`config.mk`:
```
export PLATFORM = sky130hd
export DESIGN_NAME = bisection_fifth_root_finder
export DESIGN_NICKNAME = d
export VERILOG_FILES = /design/src/hw/rtl/bfr_pkg.sv /design/src/hw/rtl/bisection_fifth_root_finder.sv /design/src/hw/rtl/bfr_ctrl.sv /design/src/hw/rtl/bfr_dp.sv
export VERILOG_INCLUDE_DIRS = /design/src /design/src/hw/rtl
export SDC_FILE = /design/constraint.sdc
export NUM_CORES = 2
export LEC_CHECK = 0
export BUFFER_PORTS_ARGS = -buffer_cell sky130_fd_sc_hd__clkbuf_2
export CORE_MARGIN = 10
export CORE_UTILIZATION = 60
export CTS_BUF_LIST = sky130_fd_sc_hd__clkbuf_8
export CTS_CLUSTER_DIAMETER = 80
export CTS_CLUSTER_SIZE = 40
export DETAILED_ROUTE_END_ITERATION = 7
export PLACE_DENSITY = 0.78
export REMOVE_ABC_BUFFERS = 1
export SLEW_MARGIN = 20
export SYNTH_ARGS = -nofsm -noshare
export SYNTH_HDL_FRONTEND = slang
export SYNTH_HIERARCHICAL = 1
export SYNTH_SLANG_ARGS = --single-unit
```
`constraint.sdc`:
```
create_clock -name aclk -period 9.9 [get_ports aclk]
set_clock_uncertainty 0.2 [all_clocks]
set_input_delay 1.98 -clock aclk [delete_from_list [all_inputs] [get_ports aclk]]
set_output_delay 1.98 -clock aclk [all_outputs]
set_load 0.005 [all_outputs]
```
`src/hw/rtl/bisection_fifth_root_finder_macros.svh`:
```
// Assertion helpers shared by the root finder modules.
`ifndef BISECTION_FIFTH_ROOT_FINDER_MACROS_SVH
`define BISECTION_FIFTH_ROOT_FINDER_MACROS_SVH

`ifndef SYNTH
// Same-cycle implication
`define BFR_ASSERT_IMPL(label, clk, rst_n, ante, cons, msg) \
    label: assert property (@(posedge clk) disable iff (!rst_n) (ante) |-> (cons)) \
        else $error(msg);
// Next-cycle implication
`define BFR_ASSERT_NEXT(label, clk, rst_n, ante, cons, msg) \
    label: assert property (@(posedge clk) disable iff (!rst_n) (ante) |=> (cons)) \
        else $error(msg);
`else
`define BFR_ASSERT_IMPL(label, clk, rst_n, ante, cons, msg)
`define BFR_ASSERT_NEXT(label, clk, rst_n, ante, cons, msg)
`endif

`endif

```
`src/hw/rtl/bfr_pkg.sv`:
```
package bfr_pkg;

    // Field widths
    localparam int VAL_W  = 32;
    localparam int TOL_W  = 31;
    localparam int STEP_W = 7;
    localparam int MAG_W  = 64;
    localparam int IN_W   = 96;
    localparam int OUT_W  = 112;

    // Default offset in whole units (scaled by the fraction bits)
    localparam int OFFSET_UNITS = 17;

    // x^5 takes four multiply-and-shift passes
    localparam int POW_MULS = 4;
    localparam int ITER_W   = 2;
    localparam logic [ITER_W-1:0] ITER_LAST = ITER_W'(POW_MULS - 1);

    // Saturation level of the power magnitude
    localparam logic [MAG_W-1:0] MAG_MAX = {1'b0, {(MAG_W-1){1'b1}}};

    // Controller states, one-hot
    typedef enum logic [7:0] {
        ST_IDLE   = 8'b0000_0001,
        ST_CHECK  = 8'b0000_0010,
        ST_LOAD   = 8'b0000_0100,
        ST_MLO    = 8'b0000_1000,
        ST_MHI    = 8'b0001_0000,
        ST_ACC    = 8'b0010_0000,
        ST_SIGN   = 8'b0100_0000,
        ST_DECIDE = 8'b1000_0000
    } state_t;

    // Controller to datapath
    typedef struct packed {
        logic load_in;     // take a new item into the bound registers
        logic load_x;      // start a power evaluation
        logic x_from_low;  // evaluate at the lower bound, else at the midpoint
        logic mul_lo;      // low half partial product
        logic mul_hi;      // high half partial product
        logic acc;         // combine partials, shift, saturate
        logic sign_cap;    // register sign of g at the evaluated point
        logic sa_cap;      // keep that sign as the sign at the lower bound
        logic out_step;    // bisection step: emit and update bounds
        logic out_narrow;  // emit the single step-0 result
    } cmd_t;

    // Datapath to controller
    typedef struct packed {
        logic narrow;      // starting width below tolerance
        logic out_free;    // output register can take an item this cycle
        logic step_last;   // the pending step ends the run
    } status_t;

endpackage

```
`src/hw/rtl/bisection_fifth_root_finder.sv`:
```
// A narrow starting interval gives its one result after a single x^5 evaluation at the midpoint;
// otherwise the lower bound is evaluated first, then each step evaluates the midpoint and emits a result.
// Each x^5 evaluation is four 64x32 products on one shared 32x32 multiplier.
// A run has at most MAX_STEPS steps, and no new item is taken until the run ends.
// Reset (aresetn low, synchronous) clears the controller and output valid and sets offset to 17.0.
module bisection_fifth_root_finder import bfr_pkg::*; #(
    parameter int MAX_STEPS = 64,
    parameter int FRAC_BITS = 16
) (
    input  logic             aclk,
    input  logic             aresetn,
    // s_tdata: lower_bound[31:0], upper_bound[63:32], tolerance[94:64], zero[95]
    input  logic             s_tvalid,
    output logic             s_tready,
    input  logic [IN_W-1:0]  s_tdata,
    // m_tdata: step[6:0], low_end[38:7], high_end[70:39], midpoint[102:71],
    //          positive[103], exact_zero[104], zero[111:105]
    output logic             m_tvalid,
    input  logic             m_tready,
    output logic [OUT_W-1:0] m_tdata,
    output logic             m_tlast,
    // offset register write
    input  logic             cfg_valid,
    output logic             cfg_ready,
    input  logic [VAL_W-1:0] cfg_data
);

    cmd_t    cmd;
    status_t st;

    // Offset writes are always taken
    assign cfg_ready = 1'b1;

    bfr_ctrl u_ctrl (
        .aclk     (aclk),
        .aresetn  (aresetn),
        .s_tvalid (s_tvalid),
        .s_tready (s_tready),
        .st       (st),
        .cmd      (cmd)
    );

    bfr_dp #(
        .MAX_STEPS (MAX_STEPS),
        .FRAC_BITS (FRAC_BITS)
    ) u_dp (
        .aclk      (aclk),
        .aresetn   (aresetn),
        .s_tdata   (s_tdata),
        .cfg_valid (cfg_valid),
        .cfg_data  (cfg_data),
        .m_tvalid  (m_tvalid),
        .m_tready  (m_tready),
        .m_tdata   (m_tdata),
        .m_tlast   (m_tlast),
        .cmd       (cmd),
        .st        (st)
    );

endmodule

```
`src/hw/rtl/bfr_ctrl.sv`:
```
`include "bisection_fifth_root_finder_macros.svh"

module bfr_ctrl import bfr_pkg::*; (
    input  logic    aclk,
    input  logic    aresetn,
    input  logic    s_tvalid,
    output logic    s_tready,
    input  status_t st,
    output cmd_t    cmd
);

    state_t            state_reg, state_next;
    logic              narrow_reg, narrow_next;
    logic              eval_low_reg, eval_low_next;
    logic [ITER_W-1:0] iter_reg, iter_next;

    // Items are taken only between runs
    assign s_tready = (state_reg == ST_IDLE);

    // Sequencing
    always_comb begin
        state_next    = state_reg;
        narrow_next   = narrow_reg;
        eval_low_next = eval_low_reg;
        iter_next     = iter_reg;
        cmd           = '0;
        cmd.x_from_low = eval_low_reg;
        case (state_reg)
            ST_IDLE: begin
                if (s_tvalid) begin
                    cmd.load_in = 1'b1;
                    state_next  = ST_CHECK;
                end
            end
            ST_CHECK: begin
                narrow_next   = st.narrow;
                eval_low_next = !st.narrow;
                state_next    = ST_LOAD;
            end
            ST_LOAD: begin
                cmd.load_x = 1'b1;
                iter_next  = '0;
                state_next = ST_MLO;
            end
            ST_MLO: begin
                cmd.mul_lo = 1'b1;
                state_next = ST_MHI;
            end
            ST_MHI: begin
                cmd.mul_hi = 1'b1;
                state_next = ST_ACC;
            end
            ST_ACC: begin
                cmd.acc = 1'b1;
                if (iter_reg == ITER_LAST) begin
                    state_next = ST_SIGN;
                end else begin
                    iter_next  = iter_reg + 1'b1;
                    state_next = ST_MLO;
                end
            end
            ST_SIGN: begin
                cmd.sign_cap = 1'b1;
                state_next   = ST_DECIDE;
            end
            ST_DECIDE: begin
                if (narrow_reg) begin
                    if (st.out_free) begin
                        cmd.out_narrow = 1'b1;
                        state_next     = ST_IDLE;
                    end
                end else if (eval_low_reg) begin
                    cmd.sa_cap    = 1'b1;
                    eval_low_next = 1'b0;
                    state_next    = ST_LOAD;
                end else if (st.out_free) begin
                    cmd.out_step = 1'b1;
                    state_next   = st.step_last ? ST_IDLE : ST_LOAD;
                end
            end
            default: begin
                state_next = ST_IDLE;
            end
        endcase
    end

    // State registers
    always_ff @(posedge aclk) begin
        if (!aresetn) begin
            state_reg    <= ST_IDLE;
            narrow_reg   <= 1'b0;
            eval_low_reg <= 1'b0;
            iter_reg     <= '0;
        end else begin
            state_reg    <= state_next;
            narrow_reg   <= narrow_next;
            eval_low_reg <= eval_low_next;
            iter_reg     <= iter_next;
        end
    end

    // Checks
    `BFR_ASSERT_NEXT(a_accept_check, aclk, aresetn, s_tvalid && s_tready, state_reg == ST_CHECK, "item accepted but no interval check followed")
    `BFR_ASSERT_NEXT(a_pow_done, aclk, aresetn, state_reg == ST_ACC && iter_reg == ITER_LAST, state_reg == ST_SIGN, "power evaluation overran its passes")
    `BFR_ASSERT_NEXT(a_run_end, aclk, aresetn, state_reg == ST_DECIDE && !narrow_reg && !eval_low_reg && st.out_free && st.step_last, state_reg == ST_IDLE, "run did not end on its last step")

endmodule

```
`src/hw/rtl/bfr_dp.sv`:
```
`include "bisection_fifth_root_finder_macros.svh"

module bfr_dp import bfr_pkg::*; #(
    parameter int MAX_STEPS = 64,
    parameter int FRAC_BITS = 16
) (
    input  logic             aclk,
    input  logic             aresetn,
    input  logic [IN_W-1:0]  s_tdata,
    input  logic             cfg_valid,
    input  logic [VAL_W-1:0] cfg_data,
    output logic             m_tvalid,
    input  logic             m_tready,
    output logic [OUT_W-1:0] m_tdata,
    output logic             m_tlast,
    input  cmd_t             cmd,
    output status_t          st
);

    localparam logic [VAL_W-1:0]  OFFSET_RESET = VAL_W'(64'(OFFSET_UNITS) << FRAC_BITS);
    localparam logic [STEP_W-1:0] STEP_CAP     = STEP_W'(MAX_STEPS);

    // Bounds and run state
    logic signed [VAL_W-1:0] low_reg, high_reg, offset_reg;
    logic [TOL_W-1:0]        tol_reg;
    logic [STEP_W-1:0]       step_reg;
    logic                    sa_pos_reg, sa_zero_reg;
    logic                    ev_pos_reg, ev_zero_reg;

    // Power unit
    logic             neg_reg, sat_reg;
    logic [VAL_W-1:0] m_reg;
    logic [MAG_W-1:0] p_reg, mul_reg, prod_lo_reg;

    // Output register
    logic                    m_valid_reg, out_pos_reg, out_zero_reg, out_last_reg;
    logic [STEP_W-1:0]       out_step_reg;
    logic signed [VAL_W-1:0] out_low_reg, out_high_reg, out_mid_reg;

    logic signed [VAL_W:0]   sum_w, diff_w, width_next, tol_w;
    logic signed [VAL_W-1:0] mid, x_src, low_next, high_next;
    logic [VAL_W-1:0]        x_mag, mul_a;
    logic [MAG_W-1:0]        mul_out, p_shift, pow_mag;
    logic [MAG_W+VAL_W-1:0]  acc_sum;
    logic                    acc_ovf, ev_pos, ev_zero, opposite;
    logic signed [MAG_W-1:0] pow_val, offset_ext;
    logic [STEP_W-1:0]       step_next;

    // Midpoint (floor) and width checks
    assign tol_w   = {2'b00, tol_reg};
    assign sum_w   = {low_reg[VAL_W-1], low_reg} + {high_reg[VAL_W-1], high_reg};
    assign mid     = sum_w[VAL_W:1];
    assign diff_w  = {high_reg[VAL_W-1], high_reg} - {low_reg[VAL_W-1], low_reg};

    // Operand of the power unit
    assign x_src = cmd.x_from_low ? low_reg : mid;
    assign x_mag = x_src[VAL_W-1] ? VAL_W'(-x_src) : VAL_W'(x_src);

    // Shared 32x32 multiplier, one half of p per product
    assign mul_a   = cmd.mul_hi ? p_reg[MAG_W-1:VAL_W] : p_reg[VAL_W-1:0];
    assign mul_out = MAG_W'(mul_a) * MAG_W'(m_reg);

    // Recombine halves; anything above 64 bits means overflow
    assign acc_sum = {mul_reg, {VAL_W{1'b0}}} + {{VAL_W{1'b0}}, prod_lo_reg};
    assign acc_ovf = |acc_sum[MAG_W+VAL_W-1:MAG_W];
    assign p_shift = acc_sum[MAG_W-1:0] >> FRAC_BITS;

    // Signed power against offset
    assign pow_mag    = sat_reg ? MAG_MAX : p_reg;
    assign pow_val    = neg_reg ? -$signed(pow_mag) : $signed(pow_mag);
    assign offset_ext = {{(MAG_W-VAL_W){offset_reg[VAL_W-1]}}, offset_reg};
    assign ev_pos     = pow_val > offset_ext;
    assign ev_zero    = pow_val == offset_ext;

    // Bracket update: upper end moves only on strictly opposite signs
    assign opposite   = !sa_zero_reg && (sa_pos_reg != ev_pos_reg);
    assign high_next  = opposite ? mid : high_reg;
    assign low_next   = opposite ? low_reg : mid;
    assign width_next = {high_next[VAL_W-1], high_next} - {low_next[VAL_W-1], low_next};
    assign step_next  = step_reg + 1'b1;

    assign st.narrow    = diff_w < tol_w;
    assign st.out_free  = !m_valid_reg || m_tready;
    assign st.step_last = ev_zero_reg || (width_next < tol_w) || (step_next >= STEP_CAP);

    // Configuration
    always_ff @(posedge aclk) begin
        if (!aresetn) begin
            offset_reg <= OFFSET_RESET;
        end else if (cfg_valid) begin
            offset_reg <= cfg_data;
        end
    end

    // Bounds, step count and bracket signs
    always_ff @(posedge aclk) begin
        if (!aresetn) begin
            low_reg  <= '0;
            high_reg <= '0;
            step_reg <= '0;
        end else begin
            if (cmd.load_in) begin
                low_reg  <= s_tdata[VAL_W-1:0];
                high_reg <= s_tdata[2*VAL_W-1:VAL_W];
                tol_reg  <= s_tdata[2*VAL_W+TOL_W-1:2*VAL_W];
                step_reg <= '0;
            end
            if (cmd.sign_cap) begin
                ev_pos_reg  <= ev_pos;
                ev_zero_reg <= ev_zero;
            end
            if (cmd.sa_cap) begin
                sa_pos_reg  <= ev_pos_reg;
                sa_zero_reg <= ev_zero_reg;
            end
            if (cmd.out_step) begin
                step_reg <= step_next;
                if (!ev_zero_reg) begin
                    low_reg  <= low_next;
                    high_reg <= high_next;
                    // lower end replaced: its sign is the midpoint's
                    if (!opposite) begin
                        sa_pos_reg  <= ev_pos_reg;
                        sa_zero_reg <= ev_zero_reg;
                    end
                end
            end
        end
    end

    // Power unit: four passes of p = (p * m) >> FRAC_BITS, sticky saturation
    always_ff @(posedge aclk) begin
        if (cmd.load_x) begin
            neg_reg <= x_src[VAL_W-1];
            m_reg   <= x_mag;
            p_reg   <= MAG_W'(x_mag);
            sat_reg <= 1'b0;
        end
        if (cmd.mul_lo) begin
            mul_reg <= mul_out;
        end
        if (cmd.mul_hi) begin
            prod_lo_reg <= mul_reg;
            mul_reg     <= mul_out;
        end
        if (cmd.acc && !sat_reg) begin
            if (acc_ovf) begin
                sat_reg <= 1'b1;
            end else begin
                p_reg <= p_shift;
            end
        end
    end

    // Output register
    always_ff @(posedge aclk) begin
        if (!aresetn) begin
            m_valid_reg <= 1'b0;
        end else if (cmd.out_step || cmd.out_narrow) begin
            m_valid_reg <= 1'b1;
        end else if (m_tready) begin
            m_valid_reg <= 1'b0;
        end
    end

    always_ff @(posedge aclk) begin
        if (cmd.out_step || cmd.out_narrow) begin
            out_step_reg <= cmd.out_step ? step_next : '0;
            out_low_reg  <= low_reg;
            out_high_reg <= high_reg;
            out_mid_reg  <= mid;
            out_pos_reg  <= ev_pos_reg;
            out_zero_reg <= ev_zero_reg;
            out_last_reg <= cmd.out_narrow || st.step_last;
        end
    end

    assign m_tvalid = m_valid_reg;
    assign m_tlast  = out_last_reg;
    assign m_tdata  = {{(OUT_W-STEP_W-3*VAL_W-2){1'b0}}, out_zero_reg, out_pos_reg,
                       out_mid_reg, out_high_reg, out_low_reg, out_step_reg};

    // Checks
    `BFR_ASSERT_NEXT(a_out_load, aclk, aresetn, cmd.out_step || cmd.out_narrow, m_valid_reg, "loaded result not presented")
    `BFR_ASSERT_IMPL(a_step_cap, aclk, aresetn, 1'b1, step_reg <= STEP_CAP, "step count beyond cap")
    `BFR_ASSERT_NEXT(a_sat_sticky, aclk, aresetn, sat_reg && !cmd.load_x, sat_reg, "saturation lost mid evaluation")

endmodule
```
==> out/qor.json <==
{
  "final_core_utilization": {"value": 0.640},
  "ctsLongestPathBuffers": {"value": 3},
  "io_pins": {"value": 249},
  "crit_path_end_kind": {"value": "register"},
  "setup.worst_path.start_class": {"value": "register"},
  "min-delay-path-class": {"value": "reg2reg"},
  "crit_path_max_incr_delay": {"value": 0.60, "unit": "ns"},
  "setup.reg_to_reg.worst_slack": {"value": 0.27, "unit": "ns"},
  "postSynthRegisterBits": {"value": 467},
  "timing.critical_path.slowest_stage_cell": {"value": "sky130_fd_sc_hd__mux2_2"},
  "mean_syn_cell_area": {"value": 9.21, "unit": "um2"},
  "cp_common_cell": {"value": "sky130_fd_sc_hd__fa_1"},
  "area_delta_synth_final": {"value": 6.04, "unit": "%"},
  "instance_count_of_the_mapped_netlist": {"value": 6902},
  "unrepaired_setup_endpoints_after_global_routing": {"value": "yes"},
  "crit_type": {"value": "reg2reg"},
  "fillerInstances": {"value": 8499},
  "clkTransAtPathRegs": {"value": 0.22, "unit": "ns"},
  "yosysWarnings": {"value": 6},
  "power.density_cell_area": {"value": 128, "unit": "mW/mm2"},
  "dp.final_hpwl": {"value": 150000, "unit": "um"},
  "synth.lib_cells_used.distinct": {"value": 100},
  "remaining_routing_drc_violations": {"value": 0},
  "postRouteAntennaNets": {"value": 0},
  "crit_required": {"value": 10.17, "unit": "ns"},
  "post_route_cells_drive_above_1_share": {"value": 0.0824},
  "clkSinkCount": {"value": 467},
  "tightest_slew": {"value": 1.19, "unit": "ns"},
  "cts_root_buffer": {"value": "sky130_fd_sc_hd__clkbuf_8"},
  "number_of_placement_rows": {"value": 119},
  "achievable-frequency": {"value": 0.104, "unit": "GHz"},
  "die_height": {"value": 346, "unit": "um"},
  "detailedRoute.firstPassIterationCount": {"value": 5},
  "final_cells": {"value": 8399},
  "cts_tree": {"value": "built"},
  "synth-seq-area-share": {"value": 0.192},
  "synthArstFlopShare": {"value": 0},
  "detailedRoute.firstIterationViolations": {"value": 4765},
  "max_slew_margin": {"value": 0.185},
  "clk-insertion-delay-late": {"value": 0.72, "unit": "ns"},
  "cts_buffers": {"value": 22},
  "htreeDepth": {"value": 1},
  "hold_viol": {"value": 0},
  "groute.usage.overall": {"value": 0.302},
  "finalHoldWorstSlack": {"value": 0.263, "unit": "ns"},
  "detail_route.wirelength": {"value": 184000, "unit": "um"},
  "max_fanout_on_critical_path": {"value": 29},
  "final_clock_period_utilization_by_the_worst_path": {"value": 0.972},
  "synth_enable_flop_cells": {"value": 286},
  "synth_ff_type": {"value": "sky130_fd_sc_hd__edfxtp_1"},
  "status": {"value": "finished, final reports clean"},
  "mappedNetlistArea": {"value": 0.0636, "unit": "mm2"},
  "period_minus_slack": {"value": 9.63, "unit": "ns"},
  "leakagePower": {"value": 31.7, "unit": "nW"},
  "ctsHoldBuffers": {"value": 0},
  "max-cap-violations": {"value": 0},
  "fp.dieW": {"value": 346, "unit": "um"},
  "irDropWorstVdd": {"value": 0.000197, "unit": "V"},
  "routed_vias_inst": {"value": 6.01},
  "post_drt_wl_per_cell": {"value": 21.9, "unit": "um"},
  "timing.critical_path.arrival": {"value": 9.90, "unit": "ns"},
  "core_region_area": {"value": 0.105, "unit": "mm2"},
  "nets": {"value": 8538},
  "portBuffers": {"value": 239},
  "grt_pass1_vias": {"value": 51800},
  "gp_routability_congestion": {"value": 1.00},
  "place.detailed.instances": {"value": 8347},
  "timing.final.setup_violations": {"value": 0},
  "final_max_slew_viol_count": {"value": 0},
  "full_die_area": {"value": 0.119, "unit": "mm2"},
  "grt_pass1_wl": {"value": 289000, "unit": "um"},
  "grt_overflow_total": {"value": 0},
  "maximum_number_of_pins_on_one_net_before_global_route_repair": {"value": 87},
  "grt_antenna_before_repair": {"value": 5},
  "vias": {"value": 50400},
  "initial_core_util": {"value": 0.604}
}
-- final timing paths --
path	startpoint	endpoint	cells after the start
hold reg to reg	u_dp/prod_lo_reg[20]$_DFFE_PP_	u_dp/p_reg[4]$_DFF_P_	2
setup reg to reg	u_ctrl/state_reg[1]$_SDFFE_PN0P_	u_dp/mul_reg[51]$_DFFE_PP_	29
hold / removal	u_dp/prod_lo_reg[20]$_DFFE_PP_	u_dp/p_reg[4]$_DFF_P_	2
setup / recovery	u_ctrl/state_reg[1]$_SDFFE_PN0P_	u_dp/mul_reg[51]$_DFFE_PP_	29
-- metal layers --
metal | up-vias | wire (um) | track usage
met5 | - | 0 | 0
met4 | 0 | 7880 | 0.116
met3 | 424 | 17000 | 0.0511
met2 | 2487 | 86000 | 0.502
met1 | 25000 | 72700 | 0.393
li1 | 22500 | - | -
-- critical path, delay by kind of cell, from the launching register on --
family	cells	cell delay [ns]
fa+ha+maj	9	4.35
compound gates	10	2.47
simple gates	4	0.81
mux	1	0.60
flops	1	0.43
buf+inv	4	0.39
xor+xnor	1	0.11
-- synthesized netlist by cell type, types with 34 or more instances --
cell | count | area share
sky130_fd_sc_hd__a211oi_1 | 91 | 0.011
sky130_fd_sc_hd__a21o_1 | 106 | 0.013
sky130_fd_sc_hd__a21oi_1 | 266 | 0.021
sky130_fd_sc_hd__and2_1 | 591 | 0.058
sky130_fd_sc_hd__and3_1 | 34 | 0.0033
sky130_fd_sc_hd__clkbuf_1 | 326 | 0.019
sky130_fd_sc_hd__dfxtp_1 | 181 | 0.057
sky130_fd_sc_hd__edfxtp_1 | 286 | 0.14
sky130_fd_sc_hd__fa_1 | 900 | 0.28
sky130_fd_sc_hd__ha_1 | 519 | 0.10
sky130_fd_sc_hd__inv_1 | 1025 | 0.061
sky130_fd_sc_hd__mux2_2 | 39 | 0.0069
sky130_fd_sc_hd__mux2i_1 | 137 | 0.022
sky130_fd_sc_hd__nand2_1 | 813 | 0.048
sky130_fd_sc_hd__nand2b_1 | 68 | 0.0067
sky130_fd_sc_hd__nand3_1 | 65 | 0.0051
sky130_fd_sc_hd__nand4_1 | 57 | 0.0056
sky130_fd_sc_hd__nor2_1 | 313 | 0.018
sky130_fd_sc_hd__nor2b_1 | 48 | 0.0047
sky130_fd_sc_hd__nor3_1 | 71 | 0.0056
sky130_fd_sc_hd__o211a_1 | 36 | 0.0057
sky130_fd_sc_hd__o21ai_0 | 217 | 0.017
sky130_fd_sc_hd__xnor2_1 | 161 | 0.022
sky130_fd_sc_hd__xor2_1 | 75 | 0.010
-- cell type report --
type	instances	area (um2)	area share
Tap cell	1391	1740	0.0258
Antenna cell	6	15.0	0.000223
Clock inverter	17	343	0.00508
Inverter	1029	3870	0.0573
Timing Repair Buffer	412	2630	0.0391
Clock buffer	23	317	0.00470
Multi-Input combinational cell	5054	46300	0.687
Sequential cell	467	12200	0.181
-- timing repair --
action	in CTS	in global routing
buffers inserted	0	0
endpoints found under the setup margin	2	13
endpoints found under the hold margin	0	0
pin swaps	0	1
gates resized for setup	2	26
cloned	0	0
-- cell usage in the layout, fill, tap and decap left out, drive strengths merged, types with 69 or more instances in the layout --
master,n
clkbuf,262
xor2,75
ha,519
a21o,106
dfxtp,181
fa,900
buf,173
mux2i,137
and2,592
nor2,314
nor3,73
inv,1029
a211oi,91
o21ai,220
edfxtp,286
nand2,815
a21oi,266
nand2b,69
xnor2,161
-- logic make-up after synthesis --
family                     count (synthesis)  synth area share
and+or+nand+nor                         2194             0.172
adders and majority gates               1419             0.386
buffers and inverters                   1387            0.0830
DFF                                      467             0.192
xor gates and xnor gates                 236            0.0325
muxes                                    176            0.0285
other                                      2          0.000118
AOI/OAI and AO/OA                       1021             0.106
-- power by group --
| part | switching, W | internal, W | total [W] |
|---|---|---|---|
| Clock | 0.000730 | 0.000287 | 0.00102 |
| Combinational | 0.00320 | 0.00214 | 0.00535 |
| Sequential | 0.0000755 | 0.00221 | 0.00229 |
| Total | 0.00401 | 0.00464 | 0.00865 |
-- per-stage QoR --
stage	worst slack [ns]	cell area, um2	TNS, ns	power (W)
after detailed placement	0.0238	66500	0	0.00750
after global routing	-0.0537	67400	-0.0659	0.00931
after CTS	0.0213	67200	0	0.00854
after global placement	-0.118	66500	-0.118	0.00737
final	0.275	67400	0	0.00865
after floorplan	-0.546	62200	-3.54	0.00586
Note: power is estimated with default switching activity, not from simulation.
